--- src/rtl/mam_pkg.sv ---
// ----------------------------------------------------------------------------
// mam_pkg
// shared types and constants of the midi action matcher
// ----------------------------------------------------------------------------
package mam_pkg;

  localparam int NUM_ACTIONS = 7;   // action slots, 1 to 8
  localparam int NUM_PORTS   = 16;  // input ports, 1 to 16
  localparam int NUM_REGS    = 7;   // pattern registers in the register map

  localparam int CFG_IDX_W   = 3;
  localparam int CFG_DATA_W  = 32;
  localparam int ACT_IDX_W   = 3;
  localparam int PORT_W      = 4;

  localparam logic [6:0] VEL_SPLIT = 7'd64;

  // message types, high nibble of the status byte
  localparam logic [3:0] MSG_NOTE_OFF   = 4'h8;
  localparam logic [3:0] MSG_NOTE_ON    = 4'h9;
  localparam logic [3:0] MSG_POLY_AT    = 4'hA;
  localparam logic [3:0] MSG_CTRL       = 4'hB;
  localparam logic [3:0] MSG_PROG       = 4'hC;
  localparam logic [3:0] MSG_CHAN_PRESS = 4'hD;
  localparam logic [3:0] MSG_PITCH_BEND = 4'hE;

  // velocity test modes
  localparam logic [1:0] VEL_ANY   = 2'd0;
  localparam logic [1:0] VEL_HIGH  = 2'd1;
  localparam logic [1:0] VEL_LOW   = 2'd2;
  localparam logic [1:0] VEL_EXACT = 2'd3;

  typedef struct packed {
    logic [6:0] vel;
    logic [1:0] velmode;
    logic [6:0] note;
    logic       noteany;
    logic [3:0] chan;
    logic       chany;
    logic [3:0] port;
    logic       portany;
    logic       cont;
    logic [3:0] ptype;
  } pattern_t;

  typedef pattern_t [NUM_ACTIONS-1:0] pattern_arr_t;

  // one classified message waiting for the back end
  typedef struct packed {
    logic [NUM_ACTIONS-1:0] mask;
    logic [6:0]             d1;
    logic [6:0]             d2;
  } q_entry_t;

  // queue status seen by the front end
  typedef struct packed {
    logic full;
    logic empty;
  } q_status_t;

endpackage

--- src/rtl/mam_front.sv ---
// ----------------------------------------------------------------------------
// mam_front
// classifies a message against all action patterns in parallel
// ----------------------------------------------------------------------------
module mam_front import mam_pkg::*; (
  input  logic               in_valid_i,
  input  logic [PORT_W-1:0]  in_port_i,
  input  logic [7:0]         status_byte_i,
  input  logic [6:0]         data_first_i,
  input  logic [6:0]         data_second_i,
  input  pattern_arr_t       patterns_i,
  input  q_status_t          q_status_i,
  output logic               in_stall_o,
  output logic               push_o,
  output q_entry_t           entry_o
);

  function automatic logic pat_match(input pattern_t p, input logic [3:0] port,
                                     input logic [3:0] stype, input logic [3:0] chan,
                                     input logic [6:0] d1, input logic [6:0] d2);
    logic       ok;
    logic [6:0] tested;
    ok = (p.ptype >= MSG_NOTE_OFF) && (p.ptype <= MSG_PITCH_BEND);
    if (!p.portany && (p.port != port)) ok = 1'b0;
    if (!p.chany && (p.chan != chan)) ok = 1'b0;
    case (p.ptype)
      MSG_NOTE_OFF: begin
        if (!((stype == MSG_NOTE_OFF) || ((stype == MSG_NOTE_ON) && (d2 == 7'd0))))
          ok = 1'b0;
      end
      MSG_NOTE_ON: begin
        if (!((stype == MSG_NOTE_ON) && (d2 != 7'd0))) ok = 1'b0;
      end
      default: begin
        if (stype != p.ptype) ok = 1'b0;
      end
    endcase
    if ((p.ptype < MSG_CHAN_PRESS) && !p.noteany && (p.note != d1)) ok = 1'b0;
    tested = (p.ptype == MSG_CHAN_PRESS) ? d1 : d2;
    if ((p.ptype != MSG_PROG) && !p.cont) begin
      case (p.velmode)
        VEL_HIGH:  if (tested < VEL_SPLIT) ok = 1'b0;
        VEL_LOW:   if (tested >= VEL_SPLIT) ok = 1'b0;
        VEL_EXACT: if (tested != p.vel) ok = 1'b0;
        default:   ;
      endcase
    end
    return ok;
  endfunction

  logic [3:0] stype;
  logic       msg_ok;

  assign stype  = status_byte_i[7:4];
  assign msg_ok = ({1'b0, in_port_i} < (PORT_W+1)'(NUM_PORTS)) &&
                  (stype >= MSG_NOTE_OFF) && (stype <= MSG_PITCH_BEND);

  always_comb begin
    entry_o.d1 = data_first_i;
    entry_o.d2 = data_second_i;
    for (int i = 0; i < NUM_ACTIONS; i++) begin
      entry_o.mask[i] = msg_ok && pat_match(patterns_i[i], in_port_i, stype,
                                            status_byte_i[3:0], data_first_i,
                                            data_second_i);
    end
  end

  // messages without any match are taken and dropped here
  assign in_stall_o = q_status_i.full;
  assign push_o     = in_valid_i && !q_status_i.full && (entry_o.mask != '0);

endmodule

--- src/rtl/mam_queue.sv ---
// ----------------------------------------------------------------------------
// mam_queue
// two-entry queue between the front and back end
// ----------------------------------------------------------------------------
module mam_queue import mam_pkg::*; (
  input  logic      clk_i,
  input  logic      rst_ni,
  input  logic      push_i,
  input  q_entry_t  entry_i,
  input  logic      pop_i,
  output q_entry_t  entry_o,
  output q_status_t status_o
);

  q_entry_t   mem_q [2];
  logic       wr_ptr_q, wr_ptr_d;
  logic       rd_ptr_q, rd_ptr_d;
  logic [1:0] count_q, count_d;

  logic do_push, do_pop;

  assign status_o.full  = (count_q == 2'd2);
  assign status_o.empty = (count_q == 2'd0);
  assign do_push        = push_i && !status_o.full;
  assign do_pop         = pop_i && !status_o.empty;
  assign entry_o        = mem_q[rd_ptr_q];

  always_comb begin
    wr_ptr_d = wr_ptr_q ^ do_push;
    rd_ptr_d = rd_ptr_q ^ do_pop;
    count_d  = count_q + {1'b0, do_push} - {1'b0, do_pop};
  end

  always_ff @(posedge clk_i or negedge rst_ni) begin
    if (!rst_ni) begin
      wr_ptr_q <= 1'b0;
      rd_ptr_q <= 1'b0;
      count_q  <= 2'd0;
    end else begin
      wr_ptr_q <= wr_ptr_d;
      rd_ptr_q <= rd_ptr_d;
      count_q  <= count_d;
    end
  end

  always_ff @(posedge clk_i) begin
    if (do_push) mem_q[wr_ptr_q] <= entry_i;
  end

endmodule

--- src/rtl/mam_back.sv ---
// ----------------------------------------------------------------------------
// mam_back
// walks a message's match mask, emits one result per cycle unless stalled
// ----------------------------------------------------------------------------
module mam_back import mam_pkg::*; (
  input  logic                 clk_i,
  input  logic                 rst_ni,
  input  pattern_arr_t         patterns_i,
  input  q_status_t            q_status_i,
  input  q_entry_t             q_entry_i,
  output logic                 pop_o,
  output logic                 out_valid_o,
  input  logic                 out_stall_i,
  output logic [ACT_IDX_W-1:0] action_index_o,
  output logic                 has_value_o,
  output logic [6:0]           value_o,
  output logic                 last_o
);

  logic                   cur_valid_q, cur_valid_d;
  logic [NUM_ACTIONS-1:0] rem_q, rem_d;
  logic [6:0]             d1_q, d1_d, d2_q, d2_d;

  logic                   out_valid_q, out_valid_d;
  logic [ACT_IDX_W-1:0]   idx_q, idx_d;
  logic                   hasv_q, hasv_d;
  logic [6:0]             val_q, val_d;
  logic                   last_q, last_d;

  logic [NUM_ACTIONS-1:0] sel_oh, rest;
  logic [ACT_IDX_W-1:0]   sel_idx;
  logic                   sel_hasv;
  logic [6:0]             sel_val;
  logic                   emit, load;

  always_comb begin
    sel_oh   = rem_q & (~rem_q + NUM_ACTIONS'(1));
    rest     = rem_q & ~sel_oh;
    sel_idx  = '0;
    sel_hasv = 1'b0;
    sel_val  = '0;
    for (int i = 0; i < NUM_ACTIONS; i++) begin
      if (sel_oh[i]) begin
        sel_idx = ACT_IDX_W'(i);
        if (patterns_i[i].ptype == MSG_PROG) begin
          sel_hasv = 1'b0;
          sel_val  = '0;
        end else begin
          sel_hasv = 1'b1;
          sel_val  = (patterns_i[i].ptype == MSG_CHAN_PRESS) ? d1_q : d2_q;
        end
      end
    end

    emit = cur_valid_q && (!out_valid_q || !out_stall_i);
    load = !q_status_i.empty && (!cur_valid_q || (emit && (rest == '0)));

    cur_valid_d = cur_valid_q;
    rem_d       = rem_q;
    d1_d        = d1_q;
    d2_d        = d2_q;
    if (emit) begin
      rem_d = rest;
      if (rest == '0) cur_valid_d = 1'b0;
    end
    if (load) begin
      cur_valid_d = 1'b1;
      rem_d       = q_entry_i.mask;
      d1_d        = q_entry_i.d1;
      d2_d        = q_entry_i.d2;
    end

    out_valid_d = out_valid_q;
    idx_d       = idx_q;
    hasv_d      = hasv_q;
    val_d       = val_q;
    last_d      = last_q;
    if (emit) begin
      out_valid_d = 1'b1;
      idx_d       = sel_idx;
      hasv_d      = sel_hasv;
      val_d       = sel_val;
      last_d      = (rest == '0);
    end else if (!out_stall_i) begin
      out_valid_d = 1'b0;
    end
  end

  always_ff @(posedge clk_i or negedge rst_ni) begin
    if (!rst_ni) begin
      cur_valid_q <= 1'b0;
      rem_q       <= '0;
      out_valid_q <= 1'b0;
    end else begin
      cur_valid_q <= cur_valid_d;
      rem_q       <= rem_d;
      out_valid_q <= out_valid_d;
    end
  end

  always_ff @(posedge clk_i) begin
    d1_q   <= d1_d;
    d2_q   <= d2_d;
    idx_q  <= idx_d;
    hasv_q <= hasv_d;
    val_q  <= val_d;
    last_q <= last_d;
  end

  assign pop_o          = load;
  assign out_valid_o    = out_valid_q;
  assign action_index_o = idx_q;
  assign has_value_o    = hasv_q;
  assign value_o        = val_q;
  assign last_o         = last_q;

endmodule

--- src/rtl/midi_action_matcher_unit.sv ---
// ----------------------------------------------------------------------------
// midi_action_matcher_unit
// matches midi channel messages against seven action patterns
// ----------------------------------------------------------------------------
//  channel  direction  handshake                payload
//  in       input      in_valid_i / in_stall_o  in_port, status_byte, data bytes
//  out      output     out_valid_o / out_stall_i action_index, has_value, value, last
//  cfg      input      cfg_we_i                 cfg_index_i, cfg_data_i
//
//  a message is classified in the cycle it is accepted and can be followed
//  by another in the next cycle while the two-entry queue has room
//  a message with k matches gives k words, one word per cycle through the
//  output register unless out_stall_i holds it; messages with no match are
//  taken at the input and leave nothing behind
//  reset clears the pattern registers, the queue and all valid flags
//  out_stall_i holds the output register; once the queue fills the input
//  is stalled, so each side stalls on its own
// ----------------------------------------------------------------------------
module midi_action_matcher_unit import mam_pkg::*; (
  input  logic                  clk_i,
  input  logic                  rst_ni,
  // configuration write port
  input  logic                  cfg_we_i,
  input  logic [CFG_IDX_W-1:0]  cfg_index_i,
  input  logic [CFG_DATA_W-1:0] cfg_data_i,
  // message channel
  input  logic                  in_valid_i,
  output logic                  in_stall_o,
  input  logic [PORT_W-1:0]     in_port_i,
  input  logic [7:0]            status_byte_i,
  input  logic [6:0]            data_first_i,
  input  logic [6:0]            data_second_i,
  // result channel
  output logic                  out_valid_o,
  input  logic                  out_stall_i,
  output logic [ACT_IDX_W-1:0]  action_index_o,
  output logic                  has_value_o,
  output logic [6:0]            value_o,
  output logic                  last_o
);

  // pattern registers; slots past the register map stay zero and never match
  pattern_arr_t patterns_q, patterns_d;

  always_comb begin
    patterns_d = patterns_q;
    for (int i = 0; i < NUM_ACTIONS; i++) begin
      if (cfg_we_i && (i < NUM_REGS) &&
          ({1'b0, cfg_index_i} == (CFG_IDX_W+1)'(i))) begin
        patterns_d[i] = pattern_t'(cfg_data_i);
      end
    end
  end

  always_ff @(posedge clk_i or negedge rst_ni) begin
    if (!rst_ni) begin
      patterns_q <= '0;
    end else begin
      patterns_q <= patterns_d;
    end
  end

  // front end to queue
  q_status_t q_status;
  q_entry_t  push_entry, head_entry;
  logic      push, pop;

  mam_front u_front (
    .in_valid_i    (in_valid_i),
    .in_port_i     (in_port_i),
    .status_byte_i (status_byte_i),
    .data_first_i  (data_first_i),
    .data_second_i (data_second_i),
    .patterns_i    (patterns_q),
    .q_status_i    (q_status),
    .in_stall_o    (in_stall_o),
    .push_o        (push),
    .entry_o       (push_entry)
  );

  mam_queue u_queue (
    .clk_i    (clk_i),
    .rst_ni   (rst_ni),
    .push_i   (push),
    .entry_i  (push_entry),
    .pop_i    (pop),
    .entry_o  (head_entry),
    .status_o (q_status)
  );

  // back end walks matches in action order
  mam_back u_back (
    .clk_i          (clk_i),
    .rst_ni         (rst_ni),
    .patterns_i     (patterns_q),
    .q_status_i     (q_status),
    .q_entry_i      (head_entry),
    .pop_o          (pop),
    .out_valid_o    (out_valid_o),
    .out_stall_i    (out_stall_i),
    .action_index_o (action_index_o),
    .has_value_o    (has_value_o),
    .value_o        (value_o),
    .last_o         (last_o)
  );

endmodule

--- config.mk ---
export PLATFORM = sky130hd
export DESIGN_NAME = midi_action_matcher_unit
export DESIGN_NICKNAME = d
export VERILOG_FILES = /design/src/rtl/mam_pkg.sv /design/src/rtl/mam_front.sv /design/src/rtl/mam_queue.sv /design/src/rtl/mam_back.sv /design/src/rtl/midi_action_matcher_unit.sv
export SDC_FILE = /design/constraint.sdc
export NUM_CORES = 1
export LEC_CHECK = 0
export BUFFER_PORTS_ARGS = -buffer_cell sky130_fd_sc_hd__clkbuf_2
export CORE_ASPECT_RATIO = 0.8
export CORE_MARGIN = 3
export CORE_UTILIZATION = 62
export DETAILED_ROUTE_END_ITERATION = 16
export HOLD_SLACK_MARGIN = 0.03
export PLACE_DENSITY = 0.81
export REMOVE_ABC_BUFFERS = 1
export SLEW_MARGIN = 0
export SYNTH_ARGS = -nofsm -noshare
export SYNTH_HDL_FRONTEND = slang
export SYNTH_SLANG_ARGS = --single-unit
export TNS_END_PERCENT = 50
--- constraint.sdc ---
create_clock -name clk_i -period 4.5 [get_ports clk_i]
set_input_delay 0.45 -clock clk_i [delete_from_list [all_inputs] [get_ports clk_i]]
set_output_delay 0.45 -clock clk_i [all_outputs]
set_load 0.1 [all_outputs]
* After elaboration in Yosys (flattened, before gate mapping)
Memories as Yosys holds them, arrays and structs flattened.
Index checks and enable logic that the tools add are counted.
** Cells by class
- Add/sub/neg operators :: 3
- Magnitude comparators :: 37
- Eq/ne operators :: 101
- Muxes and demuxes :: 140
- Bitwise operators :: 6
- Reductions and logical operators :: 112
** Operators by type and width (number)
- $mux 7 :: 30
- $eq 4x4->1 const B :: 30
- $ne 7x7->1 :: 14
- $mux 1 :: 92
- $ne 4x4->1 :: 21
- $logic_and 1x1->1 :: 66
- $ge 7x7->1 const B :: 7
- $lt 7x7->1 const B :: 7
- $logic_not 1->1 :: 33
- $ge 4x4->1 const B :: 8
- $le 4x4->1 const B :: 8
- $eq 2x2->1 const B :: 15
- $lt 4x4->1 const B :: 7
- $ne 4x4->1 const B :: 7
- $pmux 1 s3 :: 7
- $and 7x7->7 :: 2
- $eq 2x1->1 const B :: 7
- $logic_not 7->1 :: 2
- $not 7->7 :: 2
- $pmux 1 s2 :: 7
- $reduce_bool 7->1 :: 2
- $eq 3x3->1 const B :: 3
- $mux 2 :: 4
- $add 7x1->7 const B :: 1
- 12 further kinds :: 17
** Storage, ports and cells
- Register bits :: 263
- RAM bits :: 42
- Output and inout port bits :: 14
- Logic and storage cells :: 483
- Memories kept :: 1
** Memory list
- u_queue.mem_q :: depth 2, width 21, read ports 1, clocked after memory_dff 0, write ports 1, line mam_queue.sv:15 : q_entry_t mem_q [2];

* Depth between registers and ports, before layout
- Word-level depth :: 16
- Gate-level depth with buffers :: 14
- Depth with buffers taken out :: 13

* Hierarchy
Synthesis repeated with hierarchy kept, for this count alone.
** Second synthesis, totals
- Cell total of the unflattened synthesis :: 1279
- Area total of the unflattened synthesis :: 15825.2 um^2
** Modules (own cells, without submodules)
- midi_action_matcher_unit :: instances 1, cells each 483, area an instance 8423.1 um^2, seq. area each 5605.4 um^2
- mam_front :: instances 1, cells each 544, area an instance 3838.7 um^2, seq. area each 0.0 um^2
- mam_back :: instances 1, cells each 167, area an instance 1824.2 um^2, seq. area each 1006.0 um^2
- mam_queue :: instances 1, cells each 85, area an instance 1739.2 um^2, seq. area each 1361.3 um^2

* Worst setup path before layout
No wires, ideal clock.
- Path kind :: input-to-reg
- From :: input port data_second_i[4]
- To :: memory u_queue.mem_q[0][0] (netlist bit) (enable)
- Setup time :: 0.346 ns
- Data arrival time :: 3.522 ns
- Slack :: 0.632 ns
- Stages on the path :: 10
- Path buffers :: 1
- Cells stage by stage :: buf_2 > or4_4 > o41ai_4 > xor2_1 > a2111oi_0 > nor4_1 > a221oi_1 > or4b_1 > o21a_1 > ha_1
** Between the ends
- Cells in the longest elaborated chain, start to end :: 15
- Elaborated cells on any way between the ends :: 108
- Those cells by class :: 14 x order compare; 7 x eq/ne; 72 x mux; 15 x reduce/logical
** RTL lines
- from (decl) :: line midi_action_matcher_unit.sv:32 : input logic [6:0] data_second_i,
- $logic_not 7->1 :: line mam_front.sv:28 : if (!((stype == MSG_NOTE_OFF) || ((stype == MSG_NOTE_ON) && (d2 == 7'd0))))
- $logic_and 1x1->1 :: line mam_front.sv:28
- $logic_or 1x1->1 :: line mam_front.sv:28
- $mux 1 :: line mam_front.sv:28
- $pmux 1 s2 :: line mam_front.sv:26 : case (p.ptype)
- $mux 1 :: line mam_front.sv:38 : if ((p.ptype < MSG_CHAN_PRESS) && !p.noteany && (p.note != d1)) ok = 1'b0;
- $mux 1, on equally long branches :: line mam_front.sv:44, mam_front.sv:42, mam_front.sv:43
- $pmux 1 s3 :: line mam_front.sv:41 : case (p.velmode)
- $mux 1 :: line mam_front.sv:40 : if ((p.ptype != MSG_PROG) && !p.cont) begin
- $logic_and 1x1->1 :: line mam_front.sv:62 : entry_o.mask[i] = msg_ok && pat_match(patterns_i[i], in_port_i, stype,
- $reduce_bool 7->1 (*) :: line mam_front.sv:70 : assign push_o = in_valid_i && !q_status_i.full && (entry_o.mask != '0);
- $logic_and 1x1->1 (*) :: line mam_front.sv:70
- $logic_and 1x1->1 (*) :: line mam_queue.sv:24 : assign do_push = push_i && !status_o.full;
- $mux 1 (*) :: line mam_queue.sv:47 : if (do_push) mem_q[wr_ptr_q] <= entry_i;
- $mux 1 (not written as such) (*) :: line mam_queue.sv:47
- to (decl) :: line mam_queue.sv:15
Every way passes the cells marked *; elsewhere a longest branch is shown, timed or not.

==> results.tsv <==
metric	value	unit
Final Hold Viols	16	
P_int	6208	µW
clock-pin slew on the worst setup and hold paths	0.07	ns
Max Fclk	0.2448	GHz
first-pass detailed-route iteration total	6	
Final Cycle Share	0.9077	
Starting Density	0.6339	
Synth warnings	0	
DP Worst Slack	0.6626	ns
routed vias/inst	6.405	
largest net degree at the start of global routing	123	
start of the worst register-to-register path	patterns_q[129]	
outcome	finished, violations left	
failing checks	negative hold slack	
RSZ-0062 raised after global routing	false	
WL met1	17.37	mm
worst skew pair latency	0.56	ns
Final ANT Viol Nets	0	
Final Skew	0.01940	ns
Post-CTS Setup Bufs	0	
share of cells above drive strength 1	0.2962	
Crit Path Max Fanout	17	
clock sink total	305	
final WL	39.83	mm
total core area	0.02444	mm²
total CTS buffers	30	
min cycle time layout	4.085	ns
Setup CP Type	reg2reg	
Comb pwr share	0.282	
Max Cap Viol	0	
worst slew pin tran	1.121	ns
hold buffers post-CTS	0	
DR WL met2	17.75	mm
post-synthesis cell type count	66	
ys async rst share	0.7770	
initial antenna violation count	2	
DRC viols	0	
DP HPWL	27.08	mm
Hold WS	-0.03859	ns
CTS tree	yes	
predominant post-synthesis flop cell	dfrtp_1	
Cells after Synth	1286	
First DRT Iteration DRCs	1064	
GRT Total Usage	0.2951	
top sig layer	met5	
die width	182.7	µm
routed wl met3	3.683	mm
Setup crit end kind	flip-flop	
Net Sw Frac	0.3465	
global placer's final weighted congestion	0.9571	
clk buf depth	3	
worst vdd ir	0.3536	mV
endpoints failing setup	0	
critical path launch point	patterns_q[129]	
row count	51	
global-route wire length before repair	61.63	mm
IO buf count	79	
vias in the first global route	10730	
wire per inst	23.67	µm
Sequential Power Share	0.434	
clock power share	0.283	
Slew Limit Fails	0	
Leak	0.007170	µW
nets	1410	
Power Density	549.8	mW/mm²
io pins	80	
CP Data Required Time	4.82	ns
setup TNS	0	ns
startpoint types	flip-flop	
chip height	147.4	µm
gr ovfl total	0	
Post-Syn Area	0.01549	mm²
P_sw	3291	µW
Slew HR	0.2527	
root buffer cell	clkbuf_16	
EDFF count, synth	68	
Post-Syn Area per Cell	12.05	µm²
H-tree depth	1	
Resized cells post-CTS	0	
Worst Setup Slack, final	0.4154	ns
die area	0.02693	mm²
Seq/Total Area, Yosys	0.5147	
Power, Total	9499	µW
Area Overhead vs Synth	11.53	%
via count	10780	
Util after Layout	0.7070	
Synth Register Bits	305	
crit path DAT	4.40	ns
Hold/Removal Path Class	in2async	
critical path, stage by stage (launching register included):
cell and delay (ns):
dfrtp_1 0.46, nand4b_1 0.63, mux2i_1 0.47, a222oi_1 0.15
a2111oi_1 0.68, nor4_2 0.15, or4b_1 0.53, o21a_1 0.22
ha_1 0.32, buf_12 0.20
power by group through the flow:
| stage | registers, µW | clock network (µW) | logic [µW] |
|---|---|---|---|
| CTS | 4110 | 2710 | 2670 |
| detailed placement | 4150 | 0 | 2650 |
| global route | 4200 | 2830 | 2890 |
| global placement | 4100 | 0 | 2560 |
| finish | 4130 | 2690 | 2680 |
| floorplan | 4400 | 0 | 1560 |
synth_stat cells, drive strengths merged (26+ instances only):
cell type  instances  area share
dfrtp            237        0.38
mux2             235        0.17
xnor2             93       0.053
xor2              83       0.047
clkbuf            68       0.016
edfxtp            68        0.13
o21ai             55       0.018
nand2             51       0.012
nor2              40      0.0097
inv               38      0.0092
mux2i             37       0.024
nor3              26      0.0084
stage by stage:
step | cells | hold slack, ns | instance area, µm²
after CTS | 1682 | 0.03627 | 17280
final | 1683 | -0.03859 | 17280
after floorplan | 1199 | 0.1544 | 15150
after global routing | 1682 | 0.05094 | 17280
after global placement | 1626 | 0.4862 | 16220
after detailed placement | 1626 | 0.4966 | 16220
cells in the final DEF (no fill, tap or decap), drive strengths merged, types with 8 or more instances in the layout:
master	instances
nor2	40
nand3	22
clkbuf	114
inv	39
mux2	235
nor3	26
o22ai	14
nand2b	13
clkinv	12
xor2	83
nand4b	11
a41oi	9
a21oi	22
nor4	20
dfrtp	237
mux2i	37
o221ai	8
buf	31
nand2	51
edfxtp	68
xnor2	93
o21ai	55
nand4	15
layout make-up:
class / instances / area (µm²)
antenna: 1 / 2.502
timing repair buffer: 109 / 655.6
inverter: 38 / 142.6
multi-input combinational: 856 / 7053
sequential: 305 / 7973
tap: 318 / 397.9
clock inverter: 20 / 249.0
clock buffer: 36 / 804.5
fill: 1768 / 7162
sequential cells by signal, indices dropped and copies added, names as in the netlist:
| register | cells |
|---|---|
| patterns_q | 224 |
| u_queue.mem_q | 42 |
| u_back.d1_q | 7 |
| u_back.d2_q | 7 |
| u_back.rem_q | 7 |
| u_back.value_o | 7 |
| u_back.action_index_o | 3 |
| u_queue.count_q | 2 |
| u_back.cur_valid_q | 1 |
| u_back.has_value_o | 1 |
| u_back.last_o | 1 |
| u_back.out_valid_o | 1 |
| u_queue.rd_ptr_q | 1 |
| u_queue.wr_ptr_q | 1 |
cells by family (layout without fill, tap and decap cells):
logic type,after synthesis,after routing,share of synthesized area
compound gates,170,170,0.07503
simple gates,232,232,0.08020
other cells,0,1,0
buf+inv,125,203,0.03134
flops,305,305,0.5147
mux,272,272,0.1947
xor+xnor,176,176,0.09951
fa+ha+maj,6,6,0.004523
final timing paths:
kind                                             to  slack [ns]  depth (start not counted)
worst max-delay path            u_queue.mem_q[0][8]        0.42                          9
worst min register to register       patterns_q[42]        0.51                          1
max in group asynchronous           patterns_q[127]        3.44                          2
min in group clk_i               u_back.out_valid_o        0.18                          3
worst min-delay path                 patterns_q[12]       -0.04                          1
worst max register to register  u_queue.mem_q[0][8]        0.42                          9
layer usage:
metal,GRT usage,vias to the layer above
li1,-,4745
met5,0,-
met1,0.4306,5439
met3,0.07208,97
met2,0.4486,494
met4,0.07804,4
No activity file was read; power rests on OpenSTA's default activity.
